## src/rtl/m64h_pkg.sv

```systemverilog
// shared constants, control word type and microcode table for the murmur64a hash unit
// no dependencies; imported by murmur64a_hash_stream_unit
package m64h_pkg;

  // hash constants
  localparam logic [63:0] MUL_M      = 64'hc6a4a7935bd1e995;
  localparam logic [31:0] MUL_M_LO   = MUL_M[31:0];
  localparam logic [31:0] MUL_M_HI   = MUL_M[63:32];
  localparam int          SHIFT_R    = 47;
  localparam logic [63:0] SEED_RESET = 64'd22;

  // stream field widths
  localparam int WORD_W   = 64;
  localparam int TAIL_W   = 4;
  localparam int LEN_W    = 32;
  localparam int IN_BITS  = WORD_W + TAIL_W + LEN_W;
  localparam int IN_TDATA_W  = ((IN_BITS + 7) / 8) * 8;
  localparam int OUT_TDATA_W = 64;
  localparam int BYTES_PER_WORD = WORD_W / 8;

  // sequencer
  localparam int PC_W = 5;

  // datapath operations
  localparam logic [3:0] OP_NOP    = 4'd0;
  localparam logic [3:0] OP_MUL_LL = 4'd1;  // acc = src_lo * m_lo
  localparam logic [3:0] OP_MUL_LH = 4'd2;  // acc += (src_lo * m_hi) << 32
  localparam logic [3:0] OP_MUL_HL = 4'd3;  // acc += (src_hi * m_lo) << 32
  localparam logic [3:0] OP_H_SEED = 4'd4;  // h = seed ^ acc
  localparam logic [3:0] OP_H_TAIL = 4'd5;  // h = h ^ (k & byte mask)
  localparam logic [3:0] OP_H_ACC  = 4'd6;  // h = acc
  localparam logic [3:0] OP_K_XS   = 4'd7;  // k = acc ^ (acc >> 47)
  localparam logic [3:0] OP_H_XOR  = 4'd8;  // h = h ^ acc
  localparam logic [3:0] OP_H_XS   = 4'd9;  // h = h ^ (h >> 47)
  localparam logic [3:0] OP_FIN    = 4'd10; // h = acc ^ (acc >> 47), emit

  // multiplier source
  localparam logic [1:0] SRC_K   = 2'd0;
  localparam logic [1:0] SRC_H   = 2'd1;
  localparam logic [1:0] SRC_LEN = 2'd2;

  // jump conditions
  localparam logic [2:0] C_NONE      = 3'd0;
  localparam logic [2:0] C_ALWAYS    = 3'd1;
  localparam logic [2:0] C_NOT_FIRST = 3'd2;
  localparam logic [2:0] C_FULL_MIX  = 3'd3;  // not last, or eight or more tail bytes
  localparam logic [2:0] C_TAIL_ZERO = 3'd4;
  localparam logic [2:0] C_NOT_LAST  = 3'd5;

  // program labels
  localparam logic [PC_W-1:0] PC_MIXSEL = 5'd5;
  localparam logic [PC_W-1:0] PC_FULL   = 5'd12;
  localparam logic [PC_W-1:0] PC_FIN    = 5'd24;

  // one control word; a taken condition either jumps or, with done set, ends the request
  typedef struct packed {
    logic [3:0]      op;
    logic [1:0]      src;
    logic [2:0]      cond;
    logic            done;
    logic [PC_W-1:0] target;
  } ctrl_word_t;

  function automatic ctrl_word_t cw(logic [3:0] op, logic [1:0] src, logic [2:0] cond,
                                    logic done, logic [PC_W-1:0] target);
    ctrl_word_t w;
    w.op = op;
    w.src = src;
    w.cond = cond;
    w.done = done;
    w.target = target;
    return w;
  endfunction

  // microcode rom
  function automatic ctrl_word_t m64h_ucode(logic [PC_W-1:0] pc);
    ctrl_word_t w;
    case (pc)
      // start: skip seeding unless this is the first word
      5'd0:  w = cw(OP_NOP,    SRC_K,   C_NOT_FIRST, 1'b0, PC_MIXSEL);
      // h = seed ^ (len * m)
      5'd1:  w = cw(OP_MUL_LL, SRC_LEN, C_NONE,      1'b0, '0);
      5'd2:  w = cw(OP_MUL_LH, SRC_LEN, C_NONE,      1'b0, '0);
      5'd3:  w = cw(OP_MUL_HL, SRC_LEN, C_NONE,      1'b0, '0);
      5'd4:  w = cw(OP_H_SEED, SRC_K,   C_NONE,      1'b0, '0);
      // choose the kind of mixing
      5'd5:  w = cw(OP_NOP,    SRC_K,   C_FULL_MIX,  1'b0, PC_FULL);
      5'd6:  w = cw(OP_NOP,    SRC_K,   C_TAIL_ZERO, 1'b0, PC_FIN);
      // partial tail: h ^= bytes, h *= m
      5'd7:  w = cw(OP_H_TAIL, SRC_K,   C_NONE,      1'b0, '0);
      5'd8:  w = cw(OP_MUL_LL, SRC_H,   C_NONE,      1'b0, '0);
      5'd9:  w = cw(OP_MUL_LH, SRC_H,   C_NONE,      1'b0, '0);
      5'd10: w = cw(OP_MUL_HL, SRC_H,   C_NONE,      1'b0, '0);
      5'd11: w = cw(OP_H_ACC,  SRC_K,   C_ALWAYS,    1'b0, PC_FIN);
      // full word: k *= m, k ^= k >> 47
      5'd12: w = cw(OP_MUL_LL, SRC_K,   C_NONE,      1'b0, '0);
      5'd13: w = cw(OP_MUL_LH, SRC_K,   C_NONE,      1'b0, '0);
      5'd14: w = cw(OP_MUL_HL, SRC_K,   C_NONE,      1'b0, '0);
      5'd15: w = cw(OP_K_XS,   SRC_K,   C_NONE,      1'b0, '0);
      // k *= m, h ^= k
      5'd16: w = cw(OP_MUL_LL, SRC_K,   C_NONE,      1'b0, '0);
      5'd17: w = cw(OP_MUL_LH, SRC_K,   C_NONE,      1'b0, '0);
      5'd18: w = cw(OP_MUL_HL, SRC_K,   C_NONE,      1'b0, '0);
      5'd19: w = cw(OP_H_XOR,  SRC_K,   C_NONE,      1'b0, '0);
      // h *= m; a word that is not last ends here
      5'd20: w = cw(OP_MUL_LL, SRC_H,   C_NONE,      1'b0, '0);
      5'd21: w = cw(OP_MUL_LH, SRC_H,   C_NONE,      1'b0, '0);
      5'd22: w = cw(OP_MUL_HL, SRC_H,   C_NONE,      1'b0, '0);
      5'd23: w = cw(OP_H_ACC,  SRC_K,   C_NOT_LAST,  1'b1, '0);
      // finalisation: h ^= h >> 47, h *= m, h ^= h >> 47
      5'd24: w = cw(OP_H_XS,   SRC_K,   C_NONE,      1'b0, '0);
      5'd25: w = cw(OP_MUL_LL, SRC_H,   C_NONE,      1'b0, '0);
      5'd26: w = cw(OP_MUL_LH, SRC_H,   C_NONE,      1'b0, '0);
      5'd27: w = cw(OP_MUL_HL, SRC_H,   C_NONE,      1'b0, '0);
      5'd28: w = cw(OP_FIN,    SRC_K,   C_ALWAYS,    1'b1, '0);
      default: w = cw(OP_NOP,  SRC_K,   C_ALWAYS,    1'b1, '0);
    endcase
    return w;
  endfunction

endpackage

```

## src/rtl/murmur64a_hash_stream_unit.sv

```systemverilog
// murmur64a streaming hash unit: microcoded sequencer over one shared 32x32 multiplier
// depends on m64h_pkg (constants, control word type, microcode rom)
//
// Usage
//   The key arrives on the in_ stream as 64-bit little-endian words. in_tuser marks the
//   first word of a key (its total_length field seeds the hash), in_tlast the final word,
//   whose tail_bytes field gives its valid bytes (0 to 8, larger counts act as 8).
//   One finalised 64-bit hash leaves on the out_ stream per final word; other words give
//   no result. The user must load the seed (cfg_wr_en / cfg_wr_data) only while the unit
//   is idle; the unit leaves this to the user. A single word is taken at a time. Each
//   64-bit multiply by the constant is split into partial products on the one 32x32
//   multiplier; the sequencer steps once a cycle unless the emitting step holds. A first
//   word also seeds the hash, and a final word mixes its block or its tail bytes, if any,
//   before finalisation. out_tvalid rises in the cycle after the final step.
//   When the receiver stalls, the result waits in the output register and the unit keeps
//   taking words; only the emitting step holds while an older result is still unsent.
//   Reset (rst_n low, synchronous) clears the running hash to zero, the seed to 22 and
//   drops all valid flags.
module murmur64a_hash_stream_unit (
  input  logic                               clk,
  input  logic                               rst_n,
  // input stream
  input  logic                               in_tvalid,
  output logic                               in_tready,
  // data_word [63:0], tail_bytes [67:64], total_length [99:68], zero pad
  input  logic [m64h_pkg::IN_TDATA_W-1:0]    in_tdata,
  // first_word
  input  logic                               in_tuser,
  // last_word
  input  logic                               in_tlast,
  // result stream
  output logic                               out_tvalid,
  input  logic                               out_tready,
  // hash_value [63:0]
  output logic [m64h_pkg::OUT_TDATA_W-1:0]   out_tdata,
  // seed register
  input  logic                               cfg_wr_en,
  input  logic [63:0]                        cfg_wr_data
);
  import m64h_pkg::*;

  // control state
  logic            busy_r, busy_nxt;
  logic [PC_W-1:0] pc_r, pc_nxt;
  logic            out_valid_r, out_valid_nxt;

  // datapath registers
  logic [63:0]       seed_r;
  logic [63:0]       h_r, h_nxt;
  logic [63:0]       k_r, k_nxt;
  logic [63:0]       acc_r, acc_nxt;
  logic [63:0]       out_data_r, out_data_nxt;
  logic              first_r, last_r;
  logic [TAIL_W-1:0] tail_r;
  logic [LEN_W-1:0]  len_r;

  ctrl_word_t  ucw;
  logic        in_acc;
  logic        stall;
  logic        step_go;
  logic        cond_true;
  logic [63:0] src_val;
  logic [31:0] mul_a;
  logic [31:0] mul_b;
  logic [63:0] prod;
  logic [63:0] tail_mask;

  assign ucw       = m64h_ucode(pc_r);
  assign in_tready = !busy_r;
  assign in_acc    = in_tvalid && in_tready;
  assign stall     = (ucw.op == OP_FIN) && out_valid_r && !out_tready;
  assign step_go   = busy_r && !stall;

  // condition select
  always_comb begin
    case (ucw.cond)
      C_NONE:      cond_true = 1'b0;
      C_ALWAYS:    cond_true = 1'b1;
      C_NOT_FIRST: cond_true = !first_r;
      C_FULL_MIX:  cond_true = !last_r || (tail_r >= 4'(BYTES_PER_WORD));
      C_TAIL_ZERO: cond_true = (tail_r == '0);
      C_NOT_LAST:  cond_true = !last_r;
      default:     cond_true = 1'b0;
    endcase
  end

  // multiplier operand select
  always_comb begin
    case (ucw.src)
      SRC_K:   src_val = k_r;
      SRC_H:   src_val = h_r;
      SRC_LEN: src_val = {32'd0, len_r};
      default: src_val = k_r;
    endcase
  end

  // shared 32x32 multiplier, partial products of x * m modulo 2^64
  assign mul_a = (ucw.op == OP_MUL_HL) ? src_val[63:32] : src_val[31:0];
  assign mul_b = (ucw.op == OP_MUL_LH) ? MUL_M_HI : MUL_M_LO;
  assign prod  = mul_a * mul_b;

  // byte mask for a partial tail
  always_comb begin
    for (int i = 0; i < BYTES_PER_WORD; i++) begin
      tail_mask[8*i +: 8] = (4'(i) < tail_r) ? 8'hff : 8'h00;
    end
  end

  // sequencer and datapath next state
  always_comb begin
    busy_nxt      = busy_r;
    pc_nxt        = pc_r;
    h_nxt         = h_r;
    k_nxt         = k_r;
    acc_nxt       = acc_r;
    out_valid_nxt = out_valid_r && !out_tready;
    out_data_nxt  = out_data_r;

    if (in_acc) begin
      busy_nxt = 1'b1;
      pc_nxt   = '0;
      k_nxt    = in_tdata[WORD_W-1:0];
    end

    if (step_go) begin
      case (ucw.op)
        OP_NOP:    ;
        OP_MUL_LL: acc_nxt = prod;
        OP_MUL_LH: acc_nxt = acc_r + {prod[31:0], 32'd0};
        OP_MUL_HL: acc_nxt = acc_r + {prod[31:0], 32'd0};
        OP_H_SEED: h_nxt = seed_r ^ acc_r;
        OP_H_TAIL: h_nxt = h_r ^ (k_r & tail_mask);
        OP_H_ACC:  h_nxt = acc_r;
        OP_K_XS:   k_nxt = acc_r ^ (acc_r >> SHIFT_R);
        OP_H_XOR:  h_nxt = h_r ^ acc_r;
        OP_H_XS:   h_nxt = h_r ^ (h_r >> SHIFT_R);
        OP_FIN: begin
          h_nxt         = acc_r ^ (acc_r >> SHIFT_R);
          out_valid_nxt = 1'b1;
          out_data_nxt  = acc_r ^ (acc_r >> SHIFT_R);
        end
        default: ;
      endcase

      if (cond_true) begin
        if (ucw.done) begin
          busy_nxt = 1'b0;
        end else begin
          pc_nxt = ucw.target;
        end
      end else begin
        pc_nxt = pc_r + 1'b1;
      end
    end
  end

  // control and architectural state
  always_ff @(posedge clk) begin
    if (!rst_n) begin
      busy_r      <= 1'b0;
      pc_r        <= '0;
      out_valid_r <= 1'b0;
      seed_r      <= SEED_RESET;
      h_r         <= '0;
    end else begin
      busy_r      <= busy_nxt;
      pc_r        <= pc_nxt;
      out_valid_r <= out_valid_nxt;
      h_r         <= h_nxt;
      if (cfg_wr_en) begin
        seed_r <= cfg_wr_data;
      end
    end
  end

  // payload registers
  always_ff @(posedge clk) begin
    k_r        <= k_nxt;
    acc_r      <= acc_nxt;
    out_data_r <= out_data_nxt;
    if (in_acc) begin
      first_r <= in_tuser;
      last_r  <= in_tlast;
      tail_r  <= in_tdata[WORD_W +: TAIL_W];
      len_r   <= in_tdata[WORD_W + TAIL_W +: LEN_W];
    end
  end

  assign out_tvalid = out_valid_r;
  assign out_tdata  = out_data_r;

endmodule

```

## config.mk

```make
export PLATFORM = sky130hd
export DESIGN_NAME = murmur64a_hash_stream_unit
export DESIGN_NICKNAME = d
export VERILOG_FILES = /design/src/rtl/m64h_pkg.sv /design/src/rtl/murmur64a_hash_stream_unit.sv
export SDC_FILE = /design/constraint.sdc
export NUM_CORES = 2
export LEC_CHECK = 0
export ABC_AREA = 1
export BUFFER_PORTS_ARGS = -buffer_cell sky130_fd_sc_hd__buf_4
export CAP_MARGIN = 40
export CORE_MARGIN = 2
export CORE_UTILIZATION = 35
export DETAILED_ROUTE_END_ITERATION = 7
export HOLD_SLACK_MARGIN = 0.02
export PLACE_DENSITY = 0.59
export SLEW_MARGIN = 0
export SYNTH_ARGS = -nofsm -noshare
export SYNTH_HDL_FRONTEND = slang
export SYNTH_SLANG_ARGS = --single-unit
```

## constraint.sdc

```tcl
create_clock -name clk -period 10.32 [get_ports clk]
set_clock_uncertainty 0.1 [all_clocks]
set_input_delay 1.032 -clock clk [delete_from_list [all_inputs] [get_ports clk]]
set_output_delay 1.032 -clock clk [all_outputs]
set_load 0.02 [all_outputs]
```

==> impl_metrics.py <==
metrics = {
    "setup_path": {
        "ff2ff_setup_slack_ns": 0.32,
        "startpoint_type": "register",
        "path_class": "register to register",
        "r2r_start": "ucw[9]$_DFF_P_",
        "rr_worst_depth": 41,
        "worstPathMaxFanout": 53,
        "crit_top_cell": "inv_1",
        "r2r_end": "acc_r[63]$_DFFE_PP_",
        "critPathRequiredTime_ns": 10.56,
        "max_stage_delay_ns": 0.73,
        "crit_path_end_kind": "register",
        "crit_slowest_cell": "o21ai_0",
        "crit_arrival_ns": 10.25,
    },
    "clock_network": {
        "clkSinkCount": 378,
        "cts_tree": "built",
        "htree_levels": 2,
        "clock_latency_ns": 0.59,
        "max-clock-path-buffers": 3,
        "clk_pin_slew_ns": 0.07,
        "cts-root-buf": "clkbuf_16",
        "cts_inserted_buffers": 37,
    },
    "route": {
        "final_antenna_net_count": 0,
        "viasPerCell": 5.15,
        "drt_iter0_drc": 4625,
        "wl_mm": 188,
        "route.detailed.drc": 0,
        "num_vias": 41000,
        "drtPass1Iterations": 8,
        "wl_per_cell_um": 23.6,
    },
    "timing": {
        "finalSetupViolations": 0,
        "timing.final.crit_period_ns": 10.00,
        "maxSlewHeadroom_pct": 33.4,
        "hold_violations": 0,
        "max_freq_mhz": 100,
        "period_share_pct": 96.9,
        "hold_ws_ns": 0.366,
        "drv_slew": 0,
        "worst_slew_pin_slew_ns": 0.999,
    },
    "job": {
        "maxCapViolCount": 0,
    },
    "floorplanning": {
        "dieArea_sq_mm": 0.136,
        "io_pins": 241,
        "rows": 134,
        "core_area_sq_mm": 0.133,
        "die_h_um": 369,
        "initial_core_util_pct": 35.1,
        "die_w_um": 369,
    },
    "grt": {
        "grt_use_met3_pct": 5.47,
        "antenna_found_initial": 5,
        "grt_pass1_vias": 40800,
        "grt_max_degree": 80,
        "grt_pass1_wl_mm": 275,
        "overflow": 0,
        "met1_usage_pct": 38.5,
        "top_usage_layer": "met2",
        "grt.met2_usage_pct": 42.0,
        "grt_use_total_pct": 27.5,
    },
    "synthesis": {
        "syn_area_sq_mm": 0.0467,
        "synthMuxAreaShare_pct": 0.434,
        "synth_cells": 5798,
        "synth-simple-area-share_pct": 17.3,
        "synth_edf_count": 166,
        "synth_top_family_by_area": "adder cells",
        "synthDistinctLibCells": 59,
        "async_flop_share_pct": 0,
        "synth_seq_cells": 378,
        "synthTopCellsByArea": "fa_1 26%, ha_1 12%, edfxtp_1 11%, inv_1 9.9%, dfxtp_1 9.1%",
        "yosys_warnings": 0,
        "synth_flop_cell": "dfxtp_1",
        "synth_fa_ha_area_share_pct": 38.1,
        "syn_avg_cell_area_sq_um": 8.05,
        "ys_seq_area_share_pct": 19.8,
        "synth_top_area_share_pct": 26.2,
        "synth_area_leader_cell": "fa_1",
        "synth_xor_area_share_pct": 2.72,
        "synth-compound-area-share_pct": 9.79,
    },
    "placed_design": {
        "gp_congestion": 1.04,
        "dp_hpwl_mm": 158,
        "port_buffers": 236,
        "dp_cells": 7892,
        "place_area_sq_mm": 0.0521,
    },
    "final_layout": {
        "drive_gt1_share_pct": 12.0,
        "fin_area_sq_mm": 0.0535,
        "final_nets": 7396,
        "area_growth_pct": 14.5,
        "fill_cells": 13600,
        "fin_cells": 7963,
    },
    "outcome": {
        "outcome": "completed",
    },
    "min_path": {
        "hold_end": "h_r[26]$_SDFFE_PN0P_",
        "hold_class": "register to register",
        "hold_start": "h_r[26]$_SDFFE_PN0P_",
        "whs_path_depth": 2,
    },
}
Yosys cell counts, types with 9 or more instances:
| master | number |
|---|---|
| o21ai_1 | 21 |
| inv_2 | 22 |
| nor2_1 | 554 |
| edfxtp_1 | 166 |
| o21bai_1 | 11 |
| xnor2_1 | 55 |
| a21oi_1 | 308 |
| nand2_1 | 927 |
| nor3_1 | 23 |
| o21ai_0 | 322 |
| nand3_1 | 287 |
| buf_1 | 12 |
| a211oi_1 | 30 |
| o221ai_1 | 16 |
| inv_1 | 1237 |
| or2_2 | 59 |
| a31oi_1 | 20 |
| fa_1 | 610 |
| buf_2 | 60 |
| ha_1 | 446 |
| nor2_2 | 9 |
| xor2_1 | 88 |
| clkbuf_1 | 105 |
| nand4_1 | 32 |
| a21o_1 | 12 |
| o211ai_1 | 40 |
| mux2_2 | 18 |
| dfxtp_1 | 212 |
worst max path at each step:
stage	cells past startpoint	slack, ns	to	startpoint
after floorplan	41	1.24	acc_r[63]$_DFFE_PP_	ucw[9]$_DFF_P_
after global placement	43	0.12	acc_r[62]$_DFFE_PP_	ucw[9]$_DFF_P_
after detailed placement	43	0.28	acc_r[63]$_DFFE_PP_	ucw[9]$_DFF_P_
after CTS	43	0.24	acc_r[63]$_DFFE_PP_	ucw[9]$_DFF_P_
after global routing	44	-0.02	acc_r[63]$_DFFE_PP_	ucw[9]$_DFF_P_
final	41	0.32	acc_r[63]$_DFFE_PP_	ucw[9]$_DFF_P_
layer usage:
metal	share of wire, %	wire, um	up-vias
li1	-	-	18800
met1	43	80000	19900
met2	43	81200	1897
met3	9.6	18100	337
met4	4.3	8150	10
met5	0.037	70	-
final cells by class:
cell class | instances | area (sq um) | area share [%]
multi-input cells | 3978 | 32100 | 60.0
flip-flops and latches | 378 | 9230 | 17.3
inverters | 1265 | 4760 | 8.91
repair buffers | 505 | 3950 | 7.38
well taps | 1768 | 2210 | 4.14
clock buffers | 45 | 1010 | 1.88
clock inverters | 22 | 243 | 0.454
diodes | 2 | 5.00 | 0.00936
metrics by stage:
| step | setup TNS [ns] | util, % | worst slack [ns] |
|---|---|---|---|
| after floorplan | 0 | - | 1.24 |
| after global placement | 0 | 39.1 | 0.123 |
| after detailed placement | 0 | 39.2 | 0.280 |
| after CTS | 0 | 40.1 | 0.237 |
| after global routing | -0.0390 | 40.2 | -0.0183 |
| final | 0 | 40.2 | 0.319 |
logic make-up after synthesis:
logic type / Yosys count
and+or+nand+nor: 1932
DFF: 378
muxes: 18
xor gates and xnor gates: 144
buffers and inverters: 1445
other: 2
adders and majority gates: 1056
AOI/OAI and AO/OA: 823
worst max-delay path, delay by kind of cell (launching register included):
family | cells | cell delay, ns
compound gates | 3 | 0.91
xor+xnor | 1 | 0.24
fa+ha+maj | 11 | 4.97
buf+inv | 19 | 2.13
flops | 1 | 0.34
simple gates | 7 | 0.97
what timing repair did:
action | CTS | global route
gates resized for setup | 0 | 34
endpoints found under the setup margin | 0 | 13
hold buffers | 0 | 0
setup buffers | 0 | 2
sequential cells by signal, indices dropped and copies added (netlist names), 4 cells and up:
| name | count |
|---|---|
| seed_r | 64 |
| len_r | 32 |
| tail_r | 4 |
| pc_r | 5 |
| ucw | 13 |
| h_r | 64 |
| k_r | 64 |
| acc_r | 64 |
| out_tdata | 64 |
cell usage in the layout (no fill, tap or decap), types with 7 or more instances in the layout:
cell type / netlist / routed
nor2_4: 8 / 12
dfxtp_1: 212 / 212
or2_2: 59 / 59
a31oi_1: 20 / 20
nor3_1: 23 / 21
o22ai_1: 8 / 8
ha_1: 446 / 443
clkbuf_16: 0 / 37
nand4_1: 32 / 32
inv_1: 1237 / 1234
edfxtp_1: 166 / 166
nand2_2: 6 / 8
xnor2_1: 55 / 55
xor2_1: 88 / 87
clkinv_2: 1 / 8
o211ai_1: 40 / 40
inv_2: 22 / 22
nand2_1: 927 / 924
buf_4: 1 / 491
mux2_2: 18 / 18
a21o_1: 12 / 12
a21oi_1: 308 / 304
nor2_1: 554 / 543
nor2_2: 9 / 16
o21ai_0: 322 / 310
nand3_1: 287 / 287
a21oi_2: 7 / 11
buf_12: 0 / 7
a211oi_1: 30 / 30
o21bai_1: 11 / 11
o221ai_1: 16 / 16
o21ai_1: 21 / 31
fa_1: 610 / 608
Power is left out: the tool's default activity adds up to more than one toggle a clock period on the data nets, which glitch-free logic cannot reach.
